$ cat src/design/bds_pkg.sv
// ----------------------------------------------------------------------------
// Baud divisor search package
// Shared widths, constants and the command and status bundles that join the
// controller and the datapath.
// ----------------------------------------------------------------------------
`default_nettype none

package bds_pkg;

    // Field widths of the configuration register and the input word
    localparam int CLK_W  = 25;
    localparam int BAUD_W = 21;
    localparam int IN_W   = 24;

    // Divider operand widths: widest numerator is (clock << 7) plus half
    // of (baud << 4), the widest denominator is baud << 11.
    localparam int NUM_W  = 33;
    localparam int DEN_W  = 32;
    localparam int CNT_W  = $clog2(NUM_W + 1);

    // Search constants
    localparam int SCALE_W           = 4;
    localparam int TRIAL_W           = 4;
    localparam int SHIFT_W           = 3;
    localparam logic [TRIAL_W-1:0] SCALE_BIAS  = 4'd7;
    localparam logic [TRIAL_W-1:0] TRIAL_LAST  = 4'd14;
    localparam logic [NUM_W-1:0]   DOUBLE_LIMIT = 33'd32;
    localparam logic [CLK_W-1:0]   CLK_HZ_RESET = 25'd32000000;

    // Commands from the controller to the datapath
    typedef struct packed {
        logic load;       // take a new input word
        logic start_div;  // launch the shared divider
        logic sel_ratio;  // divider operands are clock / baud
        logic cap_ratio;  // pick the oversampling mode from the quotient
        logic check;      // judge the current trial
        logic publish;    // move the result into the output register
    } bds_cmd_t;

    // Status from the datapath to the controller
    typedef struct packed {
        logic in_zero;    // incoming baud rate is zero
        logic div_done;   // divider quotient is ready
        logic fit;        // current trial gives a usable divisor
        logic last;       // current trial is the final scale
        logic out_free;   // output register can take a word
    } bds_sts_t;

endpackage

`default_nettype wire

$ cat src/design/baud_divisor_search.sv
// Flow: a zero baud rate goes from the taken word straight to the result
// hand-off; otherwise one ratio division and 1 to 15 scale trials run in
// turn on the shared bit-serial divider.
// Throughput: one request at a time; the next word is taken once the result
// sits in the output register, which holds it until the consumer takes it.
// Reset (rst_n, asynchronous): clock register back to 32000000, block idle.
// ----------------------------------------------------------------------------
// Baud divisor search top level
// Picks oversampling mode, baud scale and divisor for a fractional baud
// generator from the configured clock and a requested baud rate.
// ----------------------------------------------------------------------------
`default_nettype none

module baud_divisor_search
    import bds_pkg::*;
#(
    parameter int DIVISOR_WIDTH = 12
)
(
    input  wire logic             clk,
    input  wire logic             rst_n,
    input  wire logic             cfg_wr_en,
    input  wire logic [CLK_W-1:0] cfg_wr_data,   // cpu_clock_hz
    input  wire logic             s_tvalid,
    output logic                  s_tready,
    input  wire logic [IN_W-1:0]  s_tdata,       // [20:0] baud_rate
    output logic                  m_tvalid,
    input  wire logic             m_tready,
    // status, double_speed, scale_exponent (4), divisor (DIVISOR_WIDTH)
    output logic [((6 + DIVISOR_WIDTH + 7) / 8) * 8 - 1:0] m_tdata
);

    localparam int OUT_W   = ((6 + DIVISOR_WIDTH + 7) / 8) * 8;
    localparam int DIV_LSB = 6;
    localparam int DIV_MSB = DIVISOR_WIDTH + 5;

    bds_cmd_t cmd;
    bds_sts_t sts;

    bds_ctrl u_ctrl
    (
        .clk      (clk),
        .rst_n    (rst_n),
        .s_tvalid (s_tvalid),
        .s_tready (s_tready),
        .sts      (sts),
        .cmd      (cmd)
    );

    bds_datapath
    #(
        .DIVISOR_WIDTH (DIVISOR_WIDTH),
        .OUT_W         (OUT_W)
    )
    u_datapath
    (
        .clk         (clk),
        .rst_n       (rst_n),
        .cfg_wr_en   (cfg_wr_en),
        .cfg_wr_data (cfg_wr_data),
        .s_tdata     (s_tdata),
        .m_tvalid    (m_tvalid),
        .m_tready    (m_tready),
        .m_tdata     (m_tdata),
        .cmd         (cmd),
        .sts         (sts)
    );

    // A taken request closes the input until its result is handed on.
    assert property (@(posedge clk) disable iff (!rst_n)
        (s_tvalid && s_tready) |=> !s_tready)
        else $error("input accepted again while a search is running");

    // The divider never finishes while the block is waiting for input.
    assert property (@(posedge clk) disable iff (!rst_n)
        sts.div_done |-> !s_tready)
        else $error("divider finished while idle");

    // A found setting never carries a zero divisor.
    assert property (@(posedge clk) disable iff (!rst_n)
        (m_tvalid && !m_tdata[0]) |-> (m_tdata[DIV_MSB:DIV_LSB] != '0))
        else $error("found setting with zero divisor");

    // An impossible rate reports all other fields as zero.
    assert property (@(posedge clk) disable iff (!rst_n)
        (m_tvalid && m_tdata[0]) |-> (m_tdata[DIV_MSB:1] == '0))
        else $error("impossible result with nonzero fields");

endmodule

`default_nettype wire

$ cat src/design/bds_divider.sv
// ----------------------------------------------------------------------------
// Baud divisor search divider
// Restoring unsigned divider that retires one quotient bit per cycle.
// ----------------------------------------------------------------------------
`default_nettype none

module bds_divider
    import bds_pkg::*;
(
    input  wire logic             clk,
    input  wire logic             rst_n,
    input  wire logic             start,
    input  wire logic [NUM_W-1:0] num,
    input  wire logic [DEN_W-1:0] den,
    output logic                  done,
    output logic      [NUM_W-1:0] quo
);

    logic             busy_reg, busy_next;
    logic             done_reg, done_next;
    logic [CNT_W-1:0] count_reg, count_next;
    logic [DEN_W-1:0] rem_reg, rem_next;
    logic [NUM_W-1:0] quo_reg, quo_next;
    logic [DEN_W-1:0] den_reg, den_next;

    logic [DEN_W:0]   rem_shift;
    logic [DEN_W:0]   rem_diff;

    // One restoring step: shift in the next numerator bit, try to subtract
    assign rem_shift = {rem_reg, quo_reg[NUM_W-1]};
    assign rem_diff  = rem_shift - {1'b0, den_reg};

    always_comb
    begin
        busy_next  = busy_reg;
        done_next  = 1'b0;
        count_next = count_reg;
        rem_next   = rem_reg;
        quo_next   = quo_reg;
        den_next   = den_reg;
        if (start)
        begin
            busy_next  = 1'b1;
            count_next = CNT_W'(NUM_W);
            rem_next   = '0;
            quo_next   = num;
            den_next   = den;
        end
        else if (busy_reg)
        begin
            if (rem_shift >= {1'b0, den_reg})
            begin
                rem_next = rem_diff[DEN_W-1:0];
                quo_next = {quo_reg[NUM_W-2:0], 1'b1};
            end
            else
            begin
                rem_next = rem_shift[DEN_W-1:0];
                quo_next = {quo_reg[NUM_W-2:0], 1'b0};
            end
            count_next = count_reg - CNT_W'(1);
            if (count_reg == CNT_W'(1))
            begin
                busy_next = 1'b0;
                done_next = 1'b1;
            end
        end
    end

    // Control state
    always_ff @(posedge clk or negedge rst_n)
    begin
        if (!rst_n)
        begin
            busy_reg  <= 1'b0;
            done_reg  <= 1'b0;
            count_reg <= '0;
        end
        else
        begin
            busy_reg  <= busy_next;
            done_reg  <= done_next;
            count_reg <= count_next;
        end
    end

    // Operand and partial result registers
    always_ff @(posedge clk)
    begin
        rem_reg <= rem_next;
        quo_reg <= quo_next;
        den_reg <= den_next;
    end

    assign done = done_reg;
    assign quo  = quo_reg;

endmodule

`default_nettype wire

$ cat src/design/bds_datapath.sv
// ----------------------------------------------------------------------------
// Baud divisor search datapath
// Holds the clock register, the request, the trial operands, the shared
// divider, the fit check and the output register.
// ----------------------------------------------------------------------------
`default_nettype none

module bds_datapath
    import bds_pkg::*;
#(
    parameter int DIVISOR_WIDTH = 12,
    parameter int OUT_W         = 24
)
(
    input  wire logic              clk,
    input  wire logic              rst_n,
    input  wire logic              cfg_wr_en,
    input  wire logic [CLK_W-1:0]  cfg_wr_data,
    input  wire logic [IN_W-1:0]   s_tdata,
    output logic                   m_tvalid,
    input  wire logic              m_tready,
    output logic      [OUT_W-1:0]  m_tdata,
    input  wire bds_cmd_t          cmd,
    output bds_sts_t               sts
);

    localparam logic [TRIAL_W-1:0] SCALE_ZERO = SCALE_BIAS;

    logic [CLK_W-1:0]         clk_hz_reg;
    logic [BAUD_W-1:0]        baud_reg;
    logic                     dbl_reg;
    logic [TRIAL_W-1:0]       trial_reg;
    logic                     found_reg;
    logic [DIVISOR_WIDTH-1:0] res_div_reg;
    logic                     m_valid_reg;
    logic [OUT_W-1:0]         m_data_reg;

    logic [CLK_W-1:0]   den_base;
    logic               neg_scale;
    logic [SHIFT_W-1:0] k;
    logic [NUM_W-1:0]   clk_ext;
    logic [DEN_W-1:0]   den_shift;
    logic [NUM_W-1:0]   trial_num;
    logic [DEN_W-1:0]   trial_den;
    logic [NUM_W-1:0]   trial_sub;
    logic [NUM_W-1:0]   div_num;
    logic [DEN_W-1:0]   div_den;
    logic [NUM_W-1:0]   quo;
    logic               div_done;
    logic [NUM_W-1:0]   q_minus;
    logic               out_status;
    logic               out_dbl;
    logic [SCALE_W-1:0] out_scale;
    logic [DIVISOR_WIDTH-1:0] out_div;
    logic               out_free;

    // Denominator base: baud times the oversampling factor
    assign den_base  = dbl_reg ? {1'b0, baud_reg, 3'b000} : {baud_reg, 4'b0000};
    assign neg_scale = trial_reg < SCALE_ZERO;
    assign k         = neg_scale ? SHIFT_W'(SCALE_ZERO - trial_reg)
                                 : SHIFT_W'(trial_reg - SCALE_ZERO);
    assign clk_ext   = NUM_W'(clk_hz_reg);
    assign den_shift = DEN_W'(den_base) << k;

    // Trial operands; negative scales shift the clock, others the denominator
    always_comb
    begin
        if (neg_scale)
        begin
            trial_num = (clk_ext << k) + NUM_W'(den_base[CLK_W-1:1]);
            trial_den = DEN_W'(den_base);
            trial_sub = NUM_W'(1) << k;
        end
        else
        begin
            trial_num = clk_ext + NUM_W'(den_shift[DEN_W-1:1]);
            trial_den = den_shift;
            trial_sub = NUM_W'(1);
        end
    end

    assign div_num = cmd.sel_ratio ? clk_ext : trial_num;
    assign div_den = cmd.sel_ratio ? DEN_W'(baud_reg) : trial_den;

    bds_divider u_divider
    (
        .clk   (clk),
        .rst_n (rst_n),
        .start (cmd.start_div),
        .num   (div_num),
        .den   (div_den),
        .done  (div_done),
        .quo   (quo)
    );

    // Fit check: no borrow and the difference fits the divisor width
    assign q_minus = quo - trial_sub;

    assign out_free     = !m_valid_reg || m_tready;
    assign sts.in_zero  = (s_tdata[BAUD_W-1:0] == '0);
    assign sts.div_done = div_done;
    assign sts.fit      = (quo >= trial_sub) && ((q_minus >> DIVISOR_WIDTH) == '0);
    assign sts.last     = (trial_reg == TRIAL_LAST);
    assign sts.out_free = out_free;

    // Result fields; an unusable or zero divisor reports impossible
    assign out_status = !(found_reg && (res_div_reg != '0));
    assign out_dbl    = out_status ? 1'b0 : dbl_reg;
    assign out_scale  = out_status ? '0 : SCALE_W'(trial_reg - SCALE_ZERO);
    assign out_div    = out_status ? '0 : res_div_reg;

    // Configuration register and output valid
    always_ff @(posedge clk or negedge rst_n)
    begin
        if (!rst_n)
        begin
            clk_hz_reg  <= CLK_HZ_RESET;
            m_valid_reg <= 1'b0;
        end
        else
        begin
            if (cfg_wr_en)
            begin
                clk_hz_reg <= cfg_wr_data;
            end
            if (cmd.publish)
            begin
                m_valid_reg <= 1'b1;
            end
            else if (m_tready)
            begin
                m_valid_reg <= 1'b0;
            end
        end
    end

    // Request and search registers
    always_ff @(posedge clk)
    begin
        if (cmd.load)
        begin
            baud_reg  <= s_tdata[BAUD_W-1:0];
            dbl_reg   <= 1'b0;
            trial_reg <= '0;
            found_reg <= 1'b0;
        end
        if (cmd.cap_ratio)
        begin
            dbl_reg <= (quo <= DOUBLE_LIMIT);
        end
        if (cmd.check)
        begin
            if (sts.fit)
            begin
                found_reg   <= 1'b1;
                res_div_reg <= q_minus[DIVISOR_WIDTH-1:0];
            end
            else
            begin
                trial_reg <= trial_reg + TRIAL_W'(1);
            end
        end
        if (cmd.publish)
        begin
            m_data_reg <= OUT_W'({out_div, out_scale, out_dbl, out_status});
        end
    end

    assign m_tvalid = m_valid_reg;
    assign m_tdata  = m_data_reg;

endmodule

`default_nettype wire

$ cat src/design/bds_ctrl.sv
// ----------------------------------------------------------------------------
// Baud divisor search controller
// Sequences the ratio division, the scale trials and the result hand-off.
// ----------------------------------------------------------------------------
`default_nettype none

module bds_ctrl
    import bds_pkg::*;
(
    input  wire logic     clk,
    input  wire logic     rst_n,
    input  wire logic     s_tvalid,
    output logic          s_tready,
    input  wire bds_sts_t sts,
    output bds_cmd_t      cmd
);

    typedef enum logic [5:0] {
        S_IDLE   = 6'b000001,
        S_RATIO  = 6'b000010,
        S_RWAIT  = 6'b000100,
        S_TRIAL  = 6'b001000,
        S_TWAIT  = 6'b010000,
        S_FINISH = 6'b100000
    } state_t;

    state_t state_reg, state_next;

    // Next state and command decode
    always_comb
    begin
        state_next = state_reg;
        cmd        = '0;
        s_tready   = 1'b0;
        case (state_reg)
            S_IDLE:
            begin
                s_tready = 1'b1;
                if (s_tvalid)
                begin
                    cmd.load   = 1'b1;
                    state_next = sts.in_zero ? S_FINISH : S_RATIO;
                end
            end
            S_RATIO:
            begin
                cmd.start_div = 1'b1;
                cmd.sel_ratio = 1'b1;
                state_next    = S_RWAIT;
            end
            S_RWAIT:
            begin
                if (sts.div_done)
                begin
                    cmd.cap_ratio = 1'b1;
                    state_next    = S_TRIAL;
                end
            end
            S_TRIAL:
            begin
                cmd.start_div = 1'b1;
                state_next    = S_TWAIT;
            end
            S_TWAIT:
            begin
                if (sts.div_done)
                begin
                    cmd.check  = 1'b1;
                    state_next = (sts.fit || sts.last) ? S_FINISH : S_TRIAL;
                end
            end
            S_FINISH:
            begin
                if (sts.out_free)
                begin
                    cmd.publish = 1'b1;
                    state_next  = S_IDLE;
                end
            end
            default:
            begin
                state_next = S_IDLE;
            end
        endcase
    end

    // State register
    always_ff @(posedge clk or negedge rst_n)
    begin
        if (!rst_n)
        begin
            state_reg <= S_IDLE;
        end
        else
        begin
            state_reg <= state_next;
        end
    end

endmodule

`default_nettype wire
$ cat config.mk
export PLATFORM = sky130hd
export DESIGN_NAME = baud_divisor_search
export DESIGN_NICKNAME = d
export VERILOG_FILES = /design/src/design/bds_pkg.sv /design/src/design/baud_divisor_search.sv /design/src/design/bds_divider.sv /design/src/design/bds_datapath.sv /design/src/design/bds_ctrl.sv
export SDC_FILE = /design/constraint.sdc
export NUM_CORES = 1
export LEC_CHECK = 0
export ABC_CLOCK_PERIOD_IN_PS = 14600
export BUFFER_PORTS_ARGS = -buffer_cell sky130_fd_sc_hd__buf_4
export CAP_MARGIN = 0
export CORE_MARGIN = 2
export CORE_UTILIZATION = 40
export DETAILED_ROUTE_END_ITERATION = 7
export PLACE_DENSITY_LB_ADDON = 0.2
export SYNTH_ARGS = -nofsm -noshare
export SYNTH_HDL_FRONTEND = slang
export SYNTH_SLANG_ARGS = --single-unit
$ cat constraint.sdc
create_clock -name clk -period 14.6 [get_ports clk]
set_input_delay 2.19 -clock clk [delete_from_list [all_inputs] [get_ports clk]]
set_output_delay 2.19 -clock clk [all_outputs]
set_load 0.005 [all_outputs]
==> flow_summary.json <==
{
  "nets": 1874,
  "ant_nets": 0,
  "max_cap_violations": 0,
  "synthArstFlopShare_pct": 20.62,
  "slew_headroom_pct": 31.52,
  "numCtsBuffers": 17,
  "wl_per_cell_um": 19.30,
  "fin_tns_setup_ps": 0,
  "clkLatencyLatePin_ps": 470,
  "fmax_ghz": 0.1588,
  "post_cts_buffers": 0,
  "drtPass1Iterations": 7,
  "yosys-top-cells-count": "nand2_1 (189), a21oi_1 (147), o21ai_0 (140), nor2_1 (138), edfxtp_1 (117)",
  "fp.dieW_um": 197.0,
  "largest_reg_flops": 33,
  "worstPathCellList": "buf_4 > ha_1 > a21o_1 > buf_4 > mux2i_4 > buf_4 > nor2_1 > a21oi_1 > a22oi_1 > nor2_1 > ha_1 > nor2b_1 > o31ai_1 > a211oi_1 > o31ai_1 > a21boi_0 > o21ai_0 > a21o_1 > nor3_1 > xnor2_1 > o21ai_0",
  "place_hpwl_um": 31820,
  "overflow": 0,
  "cts-hold-fix-buffers": 0,
  "areaGrowthSynthToFinish_pct": 10.32,
  "drv_slew": 0,
  "cts.reportedPaths.clkPinSlew_ps": 80,
  "leakagePower_uw": 0.006972,
  "netlist_instances": 1703,
  "yosys.area.top_type": "edfxtp_1",
  "total_power_uw": 3217,
  "yosys.area.top_type_share_pct": 23.57,
  "path_buf_inv": 3,
  "start_util_pct": 40.62,
  "arrival_ps": 6490,
  "synth-seq-cells": 194,
  "drc": 0,
  "synth_edf_count": 117,
  "grt_setup_unrepaired": "no",
  "tritoncts": "yes",
  "synth.distinct_cells": 82,
  "p_per_area_nw_per_um2": 195.6,
  "cp.required_ps": 14800,
  "clock_sinks": 194,
  "synth_ff_type": "edfxtp_1",
  "ir_worst_vdd_mv": 0.08855,
  "crit_family": "compound AO/OA/AOI/OAI gates",
  "grt_pass1_vias": 12320,
  "wirelength_um": 42570,
  "h-tree-depth": 4,
  "ys_warn_count": 0,
  "vias": 12670,
  "die_y_um": 197.0,
  "clockRootBuffer": "clkbuf_16",
  "rows": 70,
  "critPathLaunchType": "flip-flop",
  "n_antenna_cell": 0,
  "synth_most_common_cell": "nand2_1",
  "syn-cell-area_um2": 14910,
  "cp_max_fo": 53,
  "clock_skew_ps": 16.27,
  "worst_pin_slew_ps": 1027,
  "io-pin-count": 80,
  "min_period_ps": 6296,
  "cpMaxStageDelayCell": "buf_4",
  "track_usage_pct": 22.31,
  "critPathMaxStageDelay_ps": 600,
  "drive_gt1_share_pct": 11.39,
  "routabilityCongestion": 0.9103,
  "post_cts_resized": 0,
  "setup_viol": 0,
  "hp-class": "reg -> reg",
  "finalHoldViolCount": 0,
  "grt_pass1_wl_um": 67050,
  "crit_top_cell": "buf_4",
  "status": "finished clean",
  "yosysSeqAreaShare_pct": 35.32,
  "first_iter_violations": 1047,
  "grt_max_degree": 74,
  "period_share_pct": 43.12,
  "synth_area_per_cell_um2": 8.753,
  "worstSetupPathType": "reg -> reg",
  "ys_top_cells_by_area": "edfxtp_1 (24%), ha_1 (7.6%), mux2i_1 (6.6%)",
  "core_um2": 36700,
  "clock_path_buffers": 2,
  "viasPerCell": 5.743,
  "port_buffers": 70,
  "dieArea_um2": 38830,
  "fillers": 3603,
  "endpoint_kind": "flip-flop",
  "grt_antenna_before_repair": 0
}
[logic make-up after synthesis]
group	after synthesis	share of synthesized area [%]
and+or+nand+nor	543	17.14
AOI/OAI and AO/OA	463	18.92
DFF	194	35.32
buffers and inverters	177	4.969
muxes	141	10.22
adders and majority gates	95	8.175
xor gates and xnor gates	89	5.229
other	1	0.02516
[through the flow]
| stage | std cells | setup WS, ps | hold WS (ps) | cell area (um2) | util [%] |
|---|---|---|---|---|---|
| 2_1_floorplan | 1708 | 8836 | 467.9 | 14930 | - |
| 3_3_place_gp | 2174 | 8467 | 491.8 | 15820 | 43.11 |
| 3_5_place_dp | 2174 | 8366 | 495.0 | 15820 | 43.11 |
| 4_1_cts | 2206 | 8362 | 508.1 | 16450 | 44.81 |
| 5_1_grt | 2206 | 7897 | 543.8 | 16450 | 44.81 |
| 6_report | 2206 | 8304 | 507.9 | 16450 | 44.81 |
[per-layer routing]
| metal | wire length [um] | track usage (%) |
|---|---|---|
| met5 | 0 | 0 |
| met4 | 659 | 5.653 |
| met3 | 2467 | 3.551 |
| met2 | 19240 | 35.07 |
| met1 | 20210 | 32.01 |
[path summary, 6_finish.rpt]
| path | slack [ps] | start | cells after the start | to |
|---|---|---|---|---|
| max in group asynchronous | 12450 | rst_n | 1 | u_datapath.u_divider.busy_reg |
| min reg2reg | 510 | u_datapath.u_divider.rem_reg[29] | 2 | u_datapath.u_divider.rem_reg[29] |
| min | 510 | u_datapath.u_divider.rem_reg[29] | 2 | u_datapath.u_divider.rem_reg[29] |
| max reg2reg | 8300 | u_datapath.trial_reg[0] | 21 | u_datapath.u_divider.quo[30] |
| min in group asynchronous | 1730 | rst_n | 1 | u_datapath.clk_hz_reg[7] |
| max | 8300 | u_datapath.trial_reg[0] | 21 | u_datapath.u_divider.quo[30] |
[worst register-to-register path: cells and delay by family, from the launching register on]
family                     cells  cell delay [ps]
muxes                          1              310
AOI/OAI and AO/OA             10             2310
and+or+nand+nor                4              680
xor gates and xnor gates       1              200
buffers and inverters          3             1500
adders and majority gates      2              720
DFF                            1              310
[report_power, final]
part	internal (uW)	leakage [uW]	switching [uW]
registers	806	0.00188	147
clock network	266	0.000301	239
logic	729	0.00479	1030
[area by class of cell]
type | count | area [um2] | share of cell area [%]
clock inverters | 14 | 187.7 | 1.141
multi-input cells | 1337 | 8982 | 54.62
repair buffers | 87 | 653.1 | 3.971
flip-flops and latches | 194 | 5268 | 32.03
inverters | 88 | 330.3 | 2.009
well taps | 468 | 585.6 | 3.561
clock buffers | 18 | 439.2 | 2.670
[cells in the final DEF, fill, tap and decap left out, types with 8 or more instances in the layout]
master	count
nand3_1	34
nor2b_1	17
edfxtp_1	117
dfstp_2	8
or3_1	12
a22oi_1	12
a21oi_1	146
dfxtp_1	36
clkbuf_16	17
nand2b_1	13
a31oi_1	19
buf_4	87
ha_1	91
and2_1	22
and3_1	14
nor3_1	37
mux2_2	36
a21o_1	30
inv_1	86
xor2_1	32
o21ai_0	140
nor4_1	19
o21a_1	16
nand2_1	189
mux2i_1	99
dfrtp_1	31
o31ai_1	10
a211oi_1	16
xnor2_1	55
nand4_1	14
nor2_1	137
No activity file was read; power rests on OpenSTA's default activity.
